## src/design/modbus_rtu_response_receiver_unit_assert.svh

```systemverilog
// ----------------------------------------------------------------------------
// Modbus RTU response receiver - assertion macros
// Short forms for the concurrent checks at the end of the top level.
// ----------------------------------------------------------------------------
`ifndef MODBUS_RTU_RESPONSE_RECEIVER_UNIT_ASSERT_SVH
`define MODBUS_RTU_RESPONSE_RECEIVER_UNIT_ASSERT_SVH

// same-cycle implication, off while reset is held
`define MRR_ASSERT_NOW(lbl, clk, rst_n, ante, cons, msg) \
    lbl: assert property (@(posedge clk) disable iff (!(rst_n)) (ante) |-> (cons)) \
        else $error(msg);

// next-cycle implication, off while reset is held
`define MRR_ASSERT_NEXT(lbl, clk, rst_n, ante, cons, msg) \
    lbl: assert property (@(posedge clk) disable iff (!(rst_n)) (ante) |=> (cons)) \
        else $error(msg);

`endif

```

## src/design/mrr_pkg.sv

```systemverilog
// ----------------------------------------------------------------------------
// Modbus RTU response receiver - package
// Status codes, function codes, frame constants and the CRC byte update.
// ----------------------------------------------------------------------------
package mrr_pkg;

    typedef enum logic [2:0] {
        ST_IGNORED  = 3'd0,
        ST_REJECTED = 3'd1,
        ST_STORED   = 3'd2,
        ST_FRAME_OK = 3'd3,
        ST_CRC_ERR  = 3'd4,
        ST_OVERFLOW = 3'd5
    } t_status;

    localparam logic [7:0]  FN_READ        = 8'h03;
    localparam logic [7:0]  FN_WRITE       = 8'h10;
    localparam logic [8:0]  WRITE_ACK_LEN  = 9'd8;
    localparam logic [8:0]  READ_OVERHEAD  = 9'd5;
    localparam logic [15:0] CRC_INIT       = 16'hFFFF;
    localparam logic [15:0] CRC_POLY       = 16'hA001;
    localparam logic [7:0]  MAX_ADDR_RESET = 8'd1;
    localparam int          FRAME_BYTES    = 256;

    // CRC-16/MODBUS, one byte, LSB first
    function automatic logic [15:0] crc_byte(input logic [15:0] crc, input logic [7:0] b);
        logic [15:0] c;
        c = crc ^ {8'h00, b};
        for (int k = 0; k < 8; k++) begin
            if (c[0]) begin
                c = (c >> 1) ^ CRC_POLY;
            end else begin
                c = c >> 1;
            end
        end
        return c;
    endfunction

endpackage

```

## src/design/modbus_rtu_response_receiver_unit.sv

```systemverilog
// ----------------------------------------------------------------------------
// Modbus RTU response receiver
// Frames master-side Modbus RTU responses byte by byte and checks the CRC.
// ----------------------------------------------------------------------------
//
//  channel | direction | handshake                 | payload
//  --------+-----------+---------------------------+-------------------------
//  in      | to unit   | i_in_valid / o_in_stall   | i_rx_byte
//  out     | from unit | o_out_valid / i_out_stall | o_status .. o_received_crc
//  cfg     | to unit   | i_cfg_valid / o_cfg_ready | i_cfg_data (max_address)
//
//  One item per cycle while the output is not stalled; each byte's result appears in the cycle after it is taken.
//  The framing next-state logic and byte-wide CRC step are combinational in front of the result
//  register, so throughput is set by that register alone.
//  Synchronous active-low reset: hunting for an address, max_address = 1.
//  A stall on the output holds the result and stalls the input in the same cycle.
//  Input is stalled and cfg not ready while reset is held; write only when idle.
//
module modbus_rtu_response_receiver_unit #(
    parameter int FRAME_BYTES = mrr_pkg::FRAME_BYTES
) (
    input  logic        i_clk,
    input  logic        i_rst_n,
    // byte input
    input  logic        i_in_valid,
    output logic        o_in_stall,
    input  logic [7:0]  i_rx_byte,
    // result output
    output logic        o_out_valid,
    input  logic        i_out_stall,
    output logic [2:0]  o_status,
    output logic [7:0]  o_data_byte,
    output logic [7:0]  o_position,
    output logic [7:0]  o_frame_address,
    output logic [7:0]  o_function_code,
    output logic [8:0]  o_frame_length,
    output logic [15:0] o_computed_crc,
    output logic [15:0] o_received_crc,
    // max_address write
    input  logic        i_cfg_valid,
    output logic        o_cfg_ready,
    input  logic [7:0]  i_cfg_data
);

    localparam int POS_W = $clog2(FRAME_BYTES);   // index of next byte, < FRAME_BYTES
    localparam int CNT_W = POS_W + 1;             // count can reach FRAME_BYTES
    localparam int CMP_W = (CNT_W > 9) ? CNT_W : 9;

    // framing state
    logic [7:0]       r_max_addr;
    logic [POS_W-1:0] r_pos,   n_pos;
    logic [7:0]       r_addr,  n_addr;
    logic [7:0]       r_func,  n_func;
    logic [7:0]       r_bcnt,  n_bcnt;
    logic [15:0]      r_crc,   n_crc;     // CRC lagging two bytes behind
    logic [15:0]      r_last2, n_last2;   // newest byte in the low half

    // result register
    logic             r_out_valid;
    mrr_pkg::t_status r_status,   n_status;
    logic [7:0]       r_data;
    logic [7:0]       r_position, n_position;
    logic [7:0]       r_faddr,    n_faddr;
    logic [7:0]       r_fcode,    n_fcode;
    logic [8:0]       r_flen,     n_flen;
    logic [15:0]      r_ccrc,     n_ccrc;
    logic [15:0]      r_rcrc,     n_rcrc;

    logic             in_acc;
    logic [CNT_W-1:0] count;
    logic [8:0]       total;
    logic [7:0]       bcnt_eff;
    logic [15:0]      crc_upd;
    logic [15:0]      last2_upd;
    logic             is_end;

    // terms for the checks
    logic             chk_closed;
    logic             chk_hunting;
    logic             chk_ok;
    logic             chk_body;
    logic             chk_func_ok;

    // nothing is taken while reset is held
    assign o_in_stall  = !i_rst_n || (r_out_valid && i_out_stall);
    assign in_acc      = i_in_valid && !o_in_stall;
    assign o_cfg_ready = i_rst_n;

    // shared terms for bytes past the function code
    assign count     = CNT_W'({1'b0, r_pos}) + CNT_W'(1);
    assign bcnt_eff  = (r_pos == POS_W'(2)) ? i_rx_byte : r_bcnt;
    assign total     = {1'b0, bcnt_eff} + mrr_pkg::READ_OVERHEAD;
    assign crc_upd   = mrr_pkg::crc_byte(r_crc, r_last2[15:8]);
    assign last2_upd = {r_last2[7:0], i_rx_byte};

    always_comb begin
        n_pos      = r_pos;
        n_addr     = r_addr;
        n_func     = r_func;
        n_bcnt     = r_bcnt;
        n_crc      = r_crc;
        n_last2    = r_last2;
        n_status   = mrr_pkg::ST_IGNORED;
        n_position = 8'd0;
        n_faddr    = 8'd0;
        n_fcode    = 8'd0;
        n_flen     = 9'd0;
        n_ccrc     = 16'd0;
        n_rcrc     = 16'd0;
        is_end     = 1'b0;

        if (r_pos == POS_W'(0)) begin
            // hunting: only an address in 1..max_address opens a frame
            if (i_rx_byte != 8'd0 && i_rx_byte <= r_max_addr) begin
                n_addr   = i_rx_byte;
                n_func   = 8'd0;
                n_bcnt   = 8'd0;
                n_crc    = mrr_pkg::CRC_INIT;
                n_last2  = {8'd0, i_rx_byte};
                n_pos    = POS_W'(1);
                n_status = mrr_pkg::ST_STORED;
                n_faddr  = i_rx_byte;
            end
        end else if (r_pos == POS_W'(1)) begin
            n_position = 8'd1;
            n_faddr    = r_addr;
            n_fcode    = i_rx_byte;
            if (i_rx_byte == mrr_pkg::FN_READ || i_rx_byte == mrr_pkg::FN_WRITE) begin
                n_func   = i_rx_byte;
                n_last2  = {r_last2[7:0], i_rx_byte};
                n_pos    = POS_W'(2);
                n_status = mrr_pkg::ST_STORED;
            end else begin
                // bad function: back to hunting from the next byte
                n_pos    = POS_W'(0);
                n_status = mrr_pkg::ST_REJECTED;
            end
        end else begin
            n_bcnt     = bcnt_eff;
            n_crc      = crc_upd;
            n_last2    = last2_upd;
            n_position = 8'(r_pos);
            n_faddr    = r_addr;
            n_fcode    = r_func;
            n_status   = mrr_pkg::ST_STORED;
            n_pos      = POS_W'(count);

            if (r_func == mrr_pkg::FN_READ) begin
                if (CMP_W'(count) >= CMP_W'(total)) begin
                    is_end = 1'b1;
                end else if (CMP_W'(count) >= CMP_W'(FRAME_BYTES)) begin
                    n_status = mrr_pkg::ST_OVERFLOW;
                    n_pos    = POS_W'(0);
                end
            end else if (r_func == mrr_pkg::FN_WRITE) begin
                if (CMP_W'(count) >= CMP_W'(mrr_pkg::WRITE_ACK_LEN)) begin
                    is_end = 1'b1;
                end
            end else if (CMP_W'(count) >= CMP_W'(FRAME_BYTES)) begin
                n_status = mrr_pkg::ST_OVERFLOW;
                n_pos    = POS_W'(0);
            end

            if (is_end) begin
                // CRC field arrives low byte first
                n_flen   = 9'(count);
                n_ccrc   = crc_upd;
                n_rcrc   = {last2_upd[7:0], last2_upd[15:8]};
                n_status = (crc_upd == {last2_upd[7:0], last2_upd[15:8]})
                         ? mrr_pkg::ST_FRAME_OK : mrr_pkg::ST_CRC_ERR;
                n_pos    = POS_W'(0);
            end
        end
    end

    // control state
    always_ff @(posedge i_clk) begin
        if (!i_rst_n) begin
            r_max_addr  <= mrr_pkg::MAX_ADDR_RESET;
            r_pos       <= '0;
            r_addr      <= 8'd0;
            r_func      <= 8'd0;
            r_bcnt      <= 8'd0;
            r_crc       <= mrr_pkg::CRC_INIT;
            r_last2     <= 16'd0;
            r_out_valid <= 1'b0;
        end else begin
            if (i_cfg_valid && o_cfg_ready) begin
                r_max_addr <= i_cfg_data;
            end
            if (in_acc) begin
                r_pos   <= n_pos;
                r_addr  <= n_addr;
                r_func  <= n_func;
                r_bcnt  <= n_bcnt;
                r_crc   <= n_crc;
                r_last2 <= n_last2;
            end
            if (in_acc) begin
                r_out_valid <= 1'b1;
            end else if (!i_out_stall) begin
                r_out_valid <= 1'b0;
            end
        end
    end

    // result payload, loaded with each accepted item
    always_ff @(posedge i_clk) begin
        if (in_acc) begin
            r_status   <= n_status;
            r_data     <= i_rx_byte;
            r_position <= n_position;
            r_faddr    <= n_faddr;
            r_fcode    <= n_fcode;
            r_flen     <= n_flen;
            r_ccrc     <= n_ccrc;
            r_rcrc     <= n_rcrc;
        end
    end

    assign o_out_valid     = r_out_valid;
    assign o_status        = r_status;
    assign o_data_byte     = r_data;
    assign o_position      = r_position;
    assign o_frame_address = r_faddr;
    assign o_function_code = r_fcode;
    assign o_frame_length  = r_flen;
    assign o_computed_crc  = r_ccrc;
    assign o_received_crc  = r_rcrc;

    // ------------------------------------------------------------------------
    // checks
    // ------------------------------------------------------------------------
`include "modbus_rtu_response_receiver_unit_assert.svh"

    assign chk_closed  = r_out_valid && (r_status == mrr_pkg::ST_FRAME_OK
                                      || r_status == mrr_pkg::ST_CRC_ERR
                                      || r_status == mrr_pkg::ST_OVERFLOW
                                      || r_status == mrr_pkg::ST_REJECTED);
    assign chk_hunting = (r_pos == POS_W'(0));
    assign chk_ok      = r_out_valid && (r_status == mrr_pkg::ST_FRAME_OK);
    assign chk_body    = (r_pos >= POS_W'(2));
    assign chk_func_ok = (r_func == mrr_pkg::FN_READ) || (r_func == mrr_pkg::FN_WRITE);

    // every accepted byte leaves a result behind it
    `MRR_ASSERT_NEXT(a_item_gives_result, i_clk, i_rst_n, in_acc, r_out_valid, "item lost")

    // a frame end, reject or overflow always returns the framer to hunting
    `MRR_ASSERT_NOW(a_end_hunts, i_clk, i_rst_n, chk_closed, chk_hunting, "closed, not hunting")

    // good frame means the two CRCs agree
    `MRR_ASSERT_NOW(a_ok_crc_match, i_clk, i_rst_n, chk_ok, r_ccrc == r_rcrc, "ok, CRC differs")

    // past the function byte only read or write frames are tracked
    `MRR_ASSERT_NOW(a_func_known, i_clk, i_rst_n, chk_body, chk_func_ok, "unknown function")

endmodule

```

## config.mk

```make
export PLATFORM = sky130hd
export DESIGN_NAME = modbus_rtu_response_receiver_unit
export DESIGN_NICKNAME = d
export VERILOG_FILES = /design/src/design/mrr_pkg.sv /design/src/design/modbus_rtu_response_receiver_unit.sv
export VERILOG_INCLUDE_DIRS = /design/src /design/src/design
export SDC_FILE = /design/constraint.sdc
export NUM_CORES = 1
export LEC_CHECK = 0
export BUFFER_PORTS_ARGS = -buffer_cell sky130_fd_sc_hd__clkbuf_2
export CAP_MARGIN = 15
export CORE_MARGIN = 3
export CORE_UTILIZATION = 52
export DETAILED_ROUTE_END_ITERATION = 10
export PLACE_DENSITY = 0.74
export SETUP_SLACK_MARGIN = 0.1
export SYNTH_ARGS = -nofsm -noshare
export SYNTH_HDL_FRONTEND = slang
export SYNTH_SLANG_ARGS = --single-unit
```

## constraint.sdc

```tcl
create_clock -name i_clk -period 3.55 [get_ports i_clk]
set_input_delay 0.355 -clock i_clk [delete_from_list [all_inputs] [get_ports i_clk]]
set_output_delay 0.355 -clock i_clk [all_outputs]
set_load 0.1 [all_outputs]
```

# Yosys cells after proc, flatten, opt, wreduce, memory -nomap -nowiden
# Index checks and enable logic that the tools add are counted.
[op_classes]
n_addsub = 2
magnitude_cmp = 4
eq_ne = 11
muxes = 53
bitwise_logic = 10
n_reduce_logical = 19
[ops]
columns = ["operator", "n"]
rows = [
  ["$mux W16", 15],
  ["$mux W8", 18],
  ["$eq A8 B2 Y1 const B", 3],
  ["$mux W3", 8],
  ["$not A2 Y3", 8],
  ["$eq A16 B16 Y1", 1],
  ["$eq A8 B5 Y1 const B", 2],
  ["$xor A16 B8 Y16", 1],
  ["$add A8 B1 Y9 const B", 1],
  ["$add A8 B3 Y9 const B", 1],
  ["$ge A9 B4 Y1 const B", 1],
  ["$ge A9 B9 Y1", 1],
  ["$ge A9 B9 Y1 const B", 1],
  ["$mux W1", 9],
  ["$reduce_and A3 Y1", 3],
  ["$eq A8 B1 Y1 const B", 1],
  ["$le A8 B8 Y1", 1],
  ["$logic_not A8 Y1", 1],
  ["$reduce_bool A8 Y1", 1],
  ["$mux W2", 3],
  ["$logic_and A1 B1 Y1", 4],
  ["$ne A2 B1 Y1 const B", 2],
  ["$reduce_and A4 Y1", 1],
  ["$reduce_bool A2 Y1", 2],
  ["other kinds (8)", 10],
]
[totals]
ff_bits = 149
in_bits = 21
elab_cells = 116

# Depth between registers and ports, before layout
# Gate-level depths: netlist of run 1.
[logic_depth]
ltp_word = 22
mapped_depth = 20

# Worst setup path after synthesis of run 1
# Ideal clock, no wire load.
[synth_timing]
path_type = "reg-to-reg"
startpoint = "register r_out_valid, in the netlist o_out_valid"
endpoint = "register r_pos[6]"
setup_time_ns = 0.077
arrival_time_ns = 3.972
required_time_ns = 3.473
setup_slack_ns = -0.499
path_stages_with_launch = 7
period_less_slack_ns = 4.049
path_cell_list = "dfxtp_1 -> nand2_1 -> nand3_1 -> clkinv_1 -> clkbuf_1 -> nand4_1 -> a21oi_1"
[synth_between]
elab_chain_len = 5
[synth_rtl]
columns = ["element", "line_no", "rtl"]
rows = [
  ["start: declaration", "modbus_rtu_response_receiver_unit.sv:59", "logic r_out_valid;"],
  ["start signal: assignment", "modbus_rtu_response_receiver_unit.sv:186", "r_out_valid <= 1'b0;"],
  ["start signal: assignment", "modbus_rtu_response_receiver_unit.sv:200", "r_out_valid <= 1'b1;"],
  ["start signal: assignment", "modbus_rtu_response_receiver_unit.sv:202", "r_out_valid <= 1'b0;"],
  ["$logic_and A1 B1 Y1", "modbus_rtu_response_receiver_unit.sv:85", "assign o_in_stall = !i_rst_n || (r_out_valid && i_out_stall);"],
  ["$logic_or A1 B1 Y1", "modbus_rtu_response_receiver_unit.sv:85", ""],
  ["$logic_not A1 Y1", "modbus_rtu_response_receiver_unit.sv:86", "assign in_acc = i_in_valid && !o_in_stall;"],
  ["$logic_and A1 B1 Y1", "modbus_rtu_response_receiver_unit.sv:86", ""],
  ["net in_acc", "modbus_rtu_response_receiver_unit.sv:69", "logic in_acc;"],
  ["$reduce_and A2 Y1 (no line)", "--", ""],
  ["end signal: assignment", "modbus_rtu_response_receiver_unit.sv:192", "r_pos <= n_pos;"],
  ["end: declaration", "modbus_rtu_response_receiver_unit.sv:51", "logic [POS_W-1:0] r_pos, n_pos;"],
]
# The timed path passes the listed nets, and every way through them passes these cells.
# A chain may end at the register's enable or synchronous reset.

# Final worst setup path of run 1
[layout_timing]
startpoint = "register r_pos[6]"
endpoint = "register r_rcrc[13], in the netlist o_received_crc[13], data pin"
[layout_between]
elab_chain_len = 10
word_cells_on_any_way = 16
classes_between = "add/sub (2); order compare (2); eq/ne (2); mux (7); bitwise (1); reduce/logical (2)"
[layout_rtl]
columns = ["element", "line_no", "rtl"]
rows = [
  ["$eq A8 B2 Y1", "modbus_rtu_response_receiver_unit.sv:91", "assign bcnt_eff = (r_pos == POS_W'(2)) ? i_rx_byte : r_bcnt;"],
  ["$mux W8", "modbus_rtu_response_receiver_unit.sv:91", ""],
  ["$add A8 B3 Y9", "modbus_rtu_response_receiver_unit.sv:92", "assign total = {1'b0, bcnt_eff} + mrr_pkg::READ_OVERHEAD;"],
  ["$ge A9 B9 Y1", "modbus_rtu_response_receiver_unit.sv:149", "if (CMP_W'(count) >= CMP_W'(total)) begin"],
  ["$mux W1", "modbus_rtu_response_receiver_unit.sv:149", ""],
  ["$mux W1", "modbus_rtu_response_receiver_unit.sv:148", "if (r_func == mrr_pkg::FN_READ) begin"],
  ["$mux W1", "modbus_rtu_response_receiver_unit.sv:124", "end else if (r_pos == POS_W'(1)) begin"],
  ["$mux W1", "modbus_rtu_response_receiver_unit.sv:112", "if (r_pos == POS_W'(0)) begin"],
  ["$not A1 Y1 (no line)", "--", ""],
  ["$reduce_or A3 Y1 (no line) *", "--", ""],
  ["end signal: assignment", "modbus_rtu_response_receiver_unit.sv:217", "r_rcrc <= n_rcrc;"],
  ["end: declaration", "modbus_rtu_response_receiver_unit.sv:67", "logic [15:0] r_rcrc, n_rcrc;"],
]
# Mark *: on every way between the ends. The rest lies on a longest branch, timed or not. The select of a mux whose other input is x is not followed.

==> results of run 1 <==
[synthesized netlist by cell type, types with 23 or more instances]
library cell,instances,area share
nor2_1,54,0.028
nand4_1,27,0.023
inv_1,23,0.012
nand3_1,25,0.017
o21ai_1,23,0.016
edfxtp_1,76,0.32
clkbuf_1,44,0.023
a21oi_1,64,0.044
nand2_1,52,0.027
and2_1,26,0.023
xnor2_1,31,0.038
dfxtp_1,73,0.20
[per-stage QoR]
stage / power (uW) / cells / instance area (um^2)
3_3_place_gp: 2470 / 967 / 8020
2_1_floorplan: 2350 / 712 / 7290
6_report: 4280 / 1012 / 8910
5_1_grt: 4400 / 1012 / 8910
4_1_cts: 4290 / 1005 / 8750
3_5_place_dp: 2480 / 967 / 8020
[worst max path at each step]
stage | from | end | slack (ps) | depth (start not counted)
after floorplan | r_pos[3]$_SDFFE_PN0P_ | o_computed_crc[12]$_SDFFCE_PP0P_ | 70 | 18
after global placement | r_pos[6]$_SDFFE_PN0P_ | o_status[1]$_DFFE_PP_ | 60 | 16
after detailed placement | r_pos[6]$_SDFFE_PN0P_ | o_status[1]$_DFFE_PP_ | -100 | 16
after CTS | r_pos[2]$_SDFFE_PN0P_ | o_status[2]$_SDFFCE_PN0P_ | 30 | 16
after global routing | r_pos[6]$_SDFFE_PN0P_ | o_received_crc[13]$_SDFFCE_PP0P_ | -170 | 16
final | r_pos[6]$_SDFFE_PN0P_ | o_received_crc[13]$_SDFFCE_PP0P_ | -30 | 16
[registers in the layout, summed over array words and instances, names as in the netlist, 8 cells and up]
signal,flops
o_computed_crc,16
o_received_crc,16
r_crc,16
r_last2,16
o_frame_length,9
o_data_byte,8
o_frame_address,8
o_function_code,8
o_position,8
r_addr,8
r_bcnt,8
r_func,8
r_max_addr,8
r_pos,8
[timing repair]
action,CTS,global route
pin swaps,28,16
resized for setup,28,31
buffers inserted,4,6
setup endpoints to repair,50,52
cloned,2,1
[worst max-delay path: stages, from the launching register on]
cell and delay [ps]:
dfxtp_2 340, nor4_4 340, nand3_4 170, mux2_4 350, ha_4 160, nand2b_4 150
nand4_1 100, xnor2_1 140, mux2i_1 110, ha_2 190, or3_4 320, a221oi_2 210
a21oi_2 100, a21oi_2 210, buf_6 160, nor2_4 80, and2_1 190
[metal layers]
layer	up-vias	part of all wire	GRT usage
met3	35	0.082	0.0586
met1	2774	0.43	0.335
met2	277	0.46	0.380
met5	-	0	0
met4	0	0.024	0.102
li1	2764	-	-
[logic make-up (layout without fill, tap and decap cells)]
kind of cell | Yosys count | after routing | synth area share
multiplexers | 23 | 23 | 0.0321
buffers and inverters | 82 | 204 | 0.0489
flip-flops | 149 | 149 | 0.518
AO/OA/AOI/OAI | 152 | 152 | 0.124
adder cells (fa/ha/maj) | 22 | 22 | 0.0381
XOR/XNOR | 51 | 51 | 0.0717
AND/OR/NAND/NOR | 233 | 235 | 0.167
[layout make-up]
type	instances	area, um^2
clock buffer	20	437
clock inverter	12	160
fill	1050	4490
inverter	25	96.3
multi-input combinational	483	3350
sequential	149	3750
tap	176	220
timing repair buffer	147	902
[power by group]
part,internal [uW],switching (uW),leakage (uW)
clock network,1160,663,0.000286
logic,107,465,0.00177
registers,1860,22.2,0.00132
total,3120,1150,0.00337
==> impl_metrics.csv, run 1 <==
group,metric,value,unit
global_routing,grt_pass1_vias,5571,
power,ir_drop,0.000280,V
synthesis,synth-seq-cells,149,
sta,finalMaxSlewViolations,0,
clock_tree,htree_levels,4,
flow_run,cap_violations,0,
synthesis,syn_nets,755,
synthesis,yosysUniqueCellTypes,59,
sta,setup-tns-final,-277,ps
clock_tree,clkSinkCount,149,
synthesis,synth_cells,712,
final_layout,drive_gt1_frac,0.291,
placement,gp_congestion,0.878,
sta,setup_viol,36,
setup_path,critPathKind,"reg -> reg",
sta,relSlewSlack,0.481,
min_path,min_path_type,"in -> reg",
synthesis,yosys_warnings,0,
synthesis,avgSynthCellArea,10.1,um^2
global_routing,grtUsageTotal,0.247,
clock_tree,cts-buffers-inserted,17,
floorplanning,boundaryPins,100,
floorplanning,core-area,0.0134,mm^2
route,drtAntennaViolNets,0,
final_layout,syn2layout_area_growth,23.4,%
global_routing,grt_pass1_wl,28800,um
clock_tree,cts-hold-fix-buffers,0,
setup_path,reg2reg_depth,16,
route,via_count,5850,
min_path,hold_path_depth,3,
setup_path,crit_fanout,13,
setup_path,cp-end-kind,"flop",
floorplanning,start_util,0.539,
synthesis,synth_area,0.00722,mm^2
placement,port_buffers,99,
min_path,hp-start,"i_cfg_data[0]",
sta,rsz0062_at_grt,"true",
floorplanning,dieWidth,124,um
sta,period_minus_slack,3580,ps
synthesis,async_flop_share,0,
global_routing,antenna_found_initial,0,
route,routed_wl,18600,um
setup_path,start_kind,"flop",
power,p_leak,0.00337,uW
route,wire_per_inst,18.4,um
floorplanning,die_area,0.0153,mm^2
synthesis,ys.flop_type,"edfxtp_1",
route,viasPerCell,5.78,
clock_tree,cts_tree,"yes",
sta,fin_crit_sh,1.01,
sta,tightest_slew,773,ps
clock_tree,cts-root-buf,"clkbuf_16",
setup_path,crit_arrival,3750,ps
final_layout,utilization,0.665,
route,drc,0,
sta,timing.hold.ws,157,ps
floorplanning,die_h,124,um
final_layout,final_common_cell,"clkbuf_2",
power,p_per_area,480,mW/mm^2
clock_tree,cts_buffer_depth,2,
sta,hold_viol,0,
run_status,violations,"setup timing",
clock_tree,clk-insertion-delay-late,430,ps
placement,hpwl,12800,um
floorplanning,rows,42,
sta,max_freq,279,MHz
global_routing,grt_max_degree,65,
synthesis,synth_edf_count,76,
final_layout,antenna_cells,0,
setup_path,rrSetupSlack,-30,ps
clock_tree,cts.clk_slew.worst_paths,60,ps
sta,skew,15.0,ps
global_routing,overflow,0,
setup_path,r2r_end,"o_received_crc[13]$_SDFFCE_PP0P_",
placement,dp_slack,-97.0,ps
synthesis,seq_area_frac_synth,0.518,
final_layout,final_cell_mix,"99 x clkbuf_2, 76 x edfxtp_1, 69 x dfxtp_1",
sta,setup_slack,-28.7,ps
final_layout,final_nets,866,
setup_path,required,3720,ps
min_path,min_to,"r_max_addr[0]$_SDFFE_PN1P_",
route,drtIter0Drc,490,
setup_path,r2r-start,"r_pos[6]$_SDFFE_PN0P_",
run_status,status,"finished with violations",
route,drtPass1Iterations,5,
(Power assumes the default switching activity.)
==> inputs of run 2 (changes only) <==
ABC_AREA = 1   (was unset)
==> impl_metrics.csv, run 2 <==
group,metric,value,unit
synthesis,synth.most_common_cell,"nand2_1",
power,p_leak,0.00376,uW
synthesis,synth_common_cells,"166 x nand2_1, 91 x inv_1, 76 x edfxtp_1, 73 x dfxtp_1, 73 x nor2_1",
route,drtIter0Drc,523,
clock_tree,cts-root-buf,"clkbuf_16",
synthesis,syn_nets,864,
global_routing,grt_max_degree,60,
sta,max_freq,301,MHz
sta,setup_viol,0,
synthesis,synthTopCellsByArea,"edfxtp_1 31%, dfxtp_1 20%, nand2_1 8.5%",
global_routing,grt_pass1_wl,29400,um
final_layout,drive_gt1_frac,0.281,
synthesis,async_flop_share,0,
synthesis,synth_compound_area_frac,0.122,
final_layout,utilization,0.656,
global_routing,grtUsageTotal,0.239,
synthesis,ys.flop_type,"edfxtp_1",
floorplanning,rows,42,
route,drtAntennaViolNets,0,
floorplanning,dieWidth,124,um
sta,relSlewSlack,0.372,
synthesis,seq_area_frac_synth,0.513,
global_routing,overflow,0,
floorplanning,start_util,0.540,
setup_path,cp-end-kind,"flop",
clock_tree,cts-buffers-inserted,17,
route,wire_per_inst,16.6,um
clock_tree,cts.clk_slew.worst_paths,60,ps
sta,finalMaxSlewViolations,0,
clock_tree,cts_tree,"yes",
synthesis,yosysTopAreaCell,"edfxtp_1",
synthesis,synth_area,0.00730,mm^2
setup_path,crit_arrival,3510,ps
synthesis,yosys_warnings,0,
sta,period_minus_slack,3320,ps
floorplanning,die_h,124,um
clock_tree,htree_levels,4,
sta,fin_crit_sh,0.935,
synthesis,yosysUniqueCellTypes,45,
synthesis,synth_top_area_share,0.313,
setup_path,crit_fanout,8,
setup_path,crit_chain,"nor2_4 > nand2_2 > nor2_4 > nor2_2 > a21oi_2 > ha_2 > inv_2 > nand2_1 > nand4_1 > or3_4 > ha_4 > inv_1 > o31a_1 > nand4_1 > nand2_2 > nand2_4 > nand2_8 > inv_2 > nand2_1 > nand2_2 > nor2_2",
route,routed_wl,18800,um
route,via_count,6120,
route,drtPass1Iterations,5,
route,drc,0,
floorplanning,die_area,0.0155,mm^2
sta,timing.hold.ws,155,ps
power,ir_drop,0.000367,V
setup_path,required,3740,ps
sta,hold_viol,0,
synthesis,synth_top_family_by_area,"simple AND/OR/NAND/NOR gates",
min_path,min_path_type,"in -> reg",
setup_path,start_kind,"flop",
floorplanning,boundaryPins,100,
placement,gp_congestion,0.913,
floorplanning,core-area,0.0135,mm^2
final_layout,final_nets,988,
final_layout,antenna_cells,0,
clock_tree,clk-insertion-delay-late,430,ps
route,viasPerCell,5.40,
setup_path,slowest_delay,370,ps
synthesis,synth-seq-cells,149,
synthesis,yosys.area_share.xor_xnor,0.0207,
clock_tree,cts_buffer_depth,2,
power,p_per_area,517,mW/mm^2
setup_path,slowest_stage,"or3_4",
synthesis,synth_fa_ha_area_frac,0.0377,
placement,port_buffers,99,
setup_path,cp_common_cell,"nand2_2",
final_layout,syn2layout_area_growth,21.4,%
clock_tree,clkSinkCount,149,
run_status,status,"complete, no violations",
synthesis,avgSynthCellArea,8.89,um^2
global_routing,antenna_found_initial,0,
setup_path,reg2reg_depth,21,
final_layout,final_cell_mix,"163 x nand2_1, 99 x clkbuf_2, 84 x inv_1",
sta,tightest_slew,942,ps
sta,skew,14.0,ps
min_path,hold_path_depth,3,
placement,hpwl,12600,um
synthesis,synth_cells,821,
synthesis,synth_edf_count,76,
synthesis,synth-simple-area-share,0.223,
setup_path,critPathKind,"reg -> reg",
global_routing,grt_pass1_vias,5852,
synthesis,synth_mux_area_frac,0,
sta,rsz0062_at_grt,"false",
final_layout,final_common_cell,"nand2_1",
flow_run,cap_violations,0,
==> run 2: changes by cell type in the layout (fill, tap and decap cells not counted), moves of 19 or more <==
cell and delta:
nand2_1 +111, inv_1 +61, nor2_1 +30, xnor2_1 -26, mux2i_1 -22, o21ai_0 +20
inv_2 +19
==> run 2: logic make-up (layout without fill, tap and decap cells) <==
| group | count (synthesis) | in the layout |
|---|---|---|
| AND/OR/NAND/NOR | 349 | 349 |
| flip-flops | 149 | 149 |
| AO/OA/AOI/OAI | 147 | 147 |
| buffers and inverters | 140 | 277 |
| adder cells (fa/ha/maj) | 22 | 22 |
| XOR/XNOR | 14 | 14 |
==> run 2: worst paths after layout <==
kind | slack [ps] | startpoint | end
max | 230 | r_pos[2]$_SDFFE_PN0P_ | o_status[1]$_DFFE_PP_
min | 150 | i_cfg_data[0] | r_max_addr[0]$_SDFFE_PN1P_
max reg2reg | 230 | r_pos[2]$_SDFFE_PN0P_ | o_status[1]$_DFFE_PP_
min reg2reg | 460 | r_max_addr[5]$_SDFFE_PN0P_ | r_max_addr[5]$_SDFFE_PN0P_
==> run 2: repair_timing <==
item / 4_1_cts / 5_1_grt
hold buffers: 0 / 0
buffers inserted: 1 / 7
setup endpoints to repair: 24 / 52
resized for setup: 3 / 32
gates cloned: 0 / 3
pin swaps: 0 / 9
==> run 2: metal layers <==
metal | global-route usage | vias up | routed length (um)
li1 | - | 2984 | -
met2 | 0.406 | 180 | 9560
met1 | 0.293 | 2922 | 7970
met5 | 0 | - | 0
met3 | 0.0549 | 34 | 873
met4 | 0.0999 | 0 | 429
==> run 2: area by class of cell <==
type	count	area [um^2]
fillers	1102	4650
flip-flops and latches	149	3750
multi-input cells	532	3050
repair buffers	140	877
clock buffers	22	454
inverters	105	394
well taps	176	220
clock inverters	10	108
==> run 2: power by group <==
group | switching (uW) | internal (uW)
combinational | 687 | 224
clock | 694 | 1050
sequential | 43.2 | 1890
total | 1420 | 3160
==> run 2: through the flow <==
stage               total power [uW]  instances  area (um^2)  setup TNS [ps]  worst slack [ps]
finish                          4580       1134         8860               0               231
global route                    4760       1134         8860               0              41.4
CTS                             4570       1124         8630               0               101
detailed placement              2850       1091         8050          -0.984            -0.984
global placement                2840       1091         8050               0               164
floorplan                       2650        821         7310               0               254
==> run 2: critical path, delay by kind of cell, from the launching register on <==
| kind | cells | cell delay [ps] |
|---|---|---|
| and+or+nand+nor | 14 | 1650 |
| adders and majority gates | 2 | 470 |
| DFF | 1 | 340 |
| AOI/OAI and AO/OA | 2 | 440 |
| buffers and inverters | 3 | 160 |
==> inputs of run 3 (changes only) <==
clock period = 3 ns   (was 3.55 ns; I/O delays follow)
==> impl_metrics.csv, run 3 (same netlist as run 2, synthesis figures left out) <==
group,metric,value,unit
final_layout,syn2layout_area_growth,25.1,%
global_routing,overflow,0,
route,viasPerCell,5.39,
clock_tree,htree_levels,4,
clock_tree,cts_tree,"yes",
sta,rsz0062_at_grt,"true",
sta,setup_viol,52,
setup_path,path_buf_inv,4,
clock_tree,cts-hold-fix-buffers,0,
global_routing,grt_pass1_wl,29700,um
global_routing,antenna_found_initial,0,
clock_tree,cts-root-buf,"clkbuf_16",
sta,skew,16.0,ps
final_layout,seq_area,0.00375,mm^2
clock_tree,cts_buffer_depth,2,
clock_tree,cts-buffers-inserted,17,
placement,port_buffers,99,
min_path,min_path_type,"in -> reg",
setup_path,crit_fanout,6,
setup_path,cp-end-kind,"flop",
final_layout,drive_gt1_frac,0.320,
sta,setup-tns-final,-8280,ps
final_layout,final_nets,1013,
sta,hold_viol,0,
sta,relSlewSlack,0.334,
setup_path,endpoint,"r_pos[4]$_SDFFE_PN0P_",
global_routing,grtUsageTotal,0.238,
floorplanning,die_area,0.0155,mm^2
global_routing,grt_max_degree,77,
setup_path,slowest_delay,360,ps
floorplanning,die_h,124,um
clock_tree,clkSinkCount,149,
floorplanning,dieWidth,124,um
clock_tree,clk-insertion-delay-late,430,ps
setup_path,cp.depth,22,
route,via_count,6245,
clock_tree,cts.clk_slew.worst_paths,60,ps
floorplanning,start_util,0.540,
placement,hpwl,12600,um
setup_path,crit_arrival,3590,ps
floorplanning,core-area,0.0135,mm^2
global_routing,grt_pass1_vias,6145,
power,p_leak,0.00391,uW
setup_path,critPathKind,"reg -> reg",
sta,max_freq,308,MHz
power,ir_drop,0.000385,V
setup_path,crit_chain,"inv_4 > ha_4 > nand2_4 > nor2_4 > nor2_2 > a21oi_2 > ha_2 > inv_2 > nand2_2 > nand4_1 > or3_4 > ha_4 > inv_2 > nor3_2 > nand3b_1 > nand4_1 > nand2_2 > nand2_2 > inv_2 > nor2_4 > nand3_2 > a21oi_2",
final_layout,antenna_cells,0,
setup_path,slowest_stage,"or3_4",
run_status,violations,"setup timing",
placement,gp_congestion,0.880,
route,drtAntennaViolNets,0,
setup_path,required,3340,ps
sta,fin_crit_sh,1.08,
sta,setup_slack,-249,ps
placement,placed_area,0.00833,mm^2
setup_path,r2r-start,"r_pos[0]$_SDFFE_PN0P_",
setup_path,rrSetupSlack,-250,ps
route,wire_per_inst,15.9,um
run_status,status,"finished with violations",
sta,finalMaxSlewViolations,0,
setup_path,r2r_end,"r_pos[4]$_SDFFE_PN0P_",
final_layout,final_cell_mix,"158 x nand2_1, 99 x clkbuf_2, 82 x inv_1",
setup_path,worstSetupStartpoint,"r_pos[0]$_SDFFE_PN0P_",
power,p_per_area,600,mW/mm^2
placement,dp_slack,-159,ps
flow_run,cap_violations,0,
final_layout,multi_input_area,0.00315,mm^2
route,drc,0,
final_layout,nFillCells,1042,
final_layout,design_area,0.00913,mm^2
route,routed_wl,18500,um
final_layout,utilization,0.676,
route,drtPass1Iterations,5,
floorplanning,rows,42,
setup_path,crit_family,"simple AND/OR/NAND/NOR gates",
final_layout,final_common_cell,"nand2_1",
floorplanning,boundaryPins,100,
setup_path,start_kind,"flop",
setup_path,reg2reg_depth,22,
sta,period_minus_slack,3250,ps
route,drtIter0Drc,539,
sta,tightest_slew,999,ps
run 3: cell types whose count changed in the layout (fill, tap and decap cells not counted), moves of 4 or more:
cell / change
nand2_1: -5
dfxtp_2: -4
buf_4: +26
clkbuf_1: -4
run 3: worst reg2reg max path: cells and delay by family (launching register included):
| family | cells | cell delay, ps |
|---|---|---|
| simple gates | 13 | 1730 |
| compound gates | 2 | 280 |
| flops | 1 | 350 |
| buf+inv | 4 | 200 |
| fa+ha+maj | 3 | 610 |
run 3: worst min path at each step:
stage                               startpoint                         end  slack, ps  depth (start not counted)
detailed placement  r_max_addr[5]$_SDFFE_PN0P_  r_max_addr[5]$_SDFFE_PN0P_        460                          2
global placement        r_addr[6]$_SDFFE_PN0P_      r_addr[6]$_SDFFE_PN0P_        450                          2
finish                           i_cfg_data[0]  r_max_addr[0]$_SDFFE_PN1P_        120                          3
CTS                              i_cfg_data[0]  r_max_addr[0]$_SDFFE_PN1P_        100                          3
global route                     i_cfg_data[0]  r_max_addr[0]$_SDFFE_PN1P_        120                          3
floorplan                         i_rx_byte[0]    o_data_byte[0]$_DFFE_PP_        400                          0
run 3: cell type report:
| cell class | instances | share of cell area |
|---|---|---|
| multi-input combinational | 532 | 0.345 |
| inverter | 105 | 0.0434 |
| tap | 176 | 0.0241 |
| clock inverter | 15 | 0.0167 |
| timing repair buffer | 165 | 0.113 |
| clock buffer | 17 | 0.0466 |
| sequential | 149 | 0.411 |
run 3: layer usage:
metal	track usage	vias to the layer above	routed length [um]	share of wire
met5	0	-	0	0
met4	0.120	0	669	0.036
met3	0.0437	56	912	0.049
met2	0.399	201	9130	0.49
met1	0.295	2948	7770	0.42
li1	-	3040	-	-
run 3: through the flow:
| stage | hold slack (ps) | total power [uW] | std cells |
|---|---|---|---|
| final | 116 | 5480 | 1159 |
| after global routing | 121 | 5680 | 1159 |
| after CTS | 99.8 | 5490 | 1154 |
| after detailed placement | 459 | 3390 | 1118 |
| after global placement | 451 | 3380 | 1118 |
| after floorplan | 399 | 3140 | 821 |
run 3: power by group:
group / switching, uW / total, uW / internal (uW) / leakage, uW
registers: 50.1 / 2280 / 2230 / 0.00133
logic: 816 / 1090 / 275 / 0.00229
clock network: 877 / 2110 / 1230 / 0.000288
run 3: repair_timing:
action                     4_1_cts  5_1_grt
resized for setup               14       21
pin swaps                        6        9
setup buffers                    4        3
setup endpoints to repair       52       52
cloned                           0        2
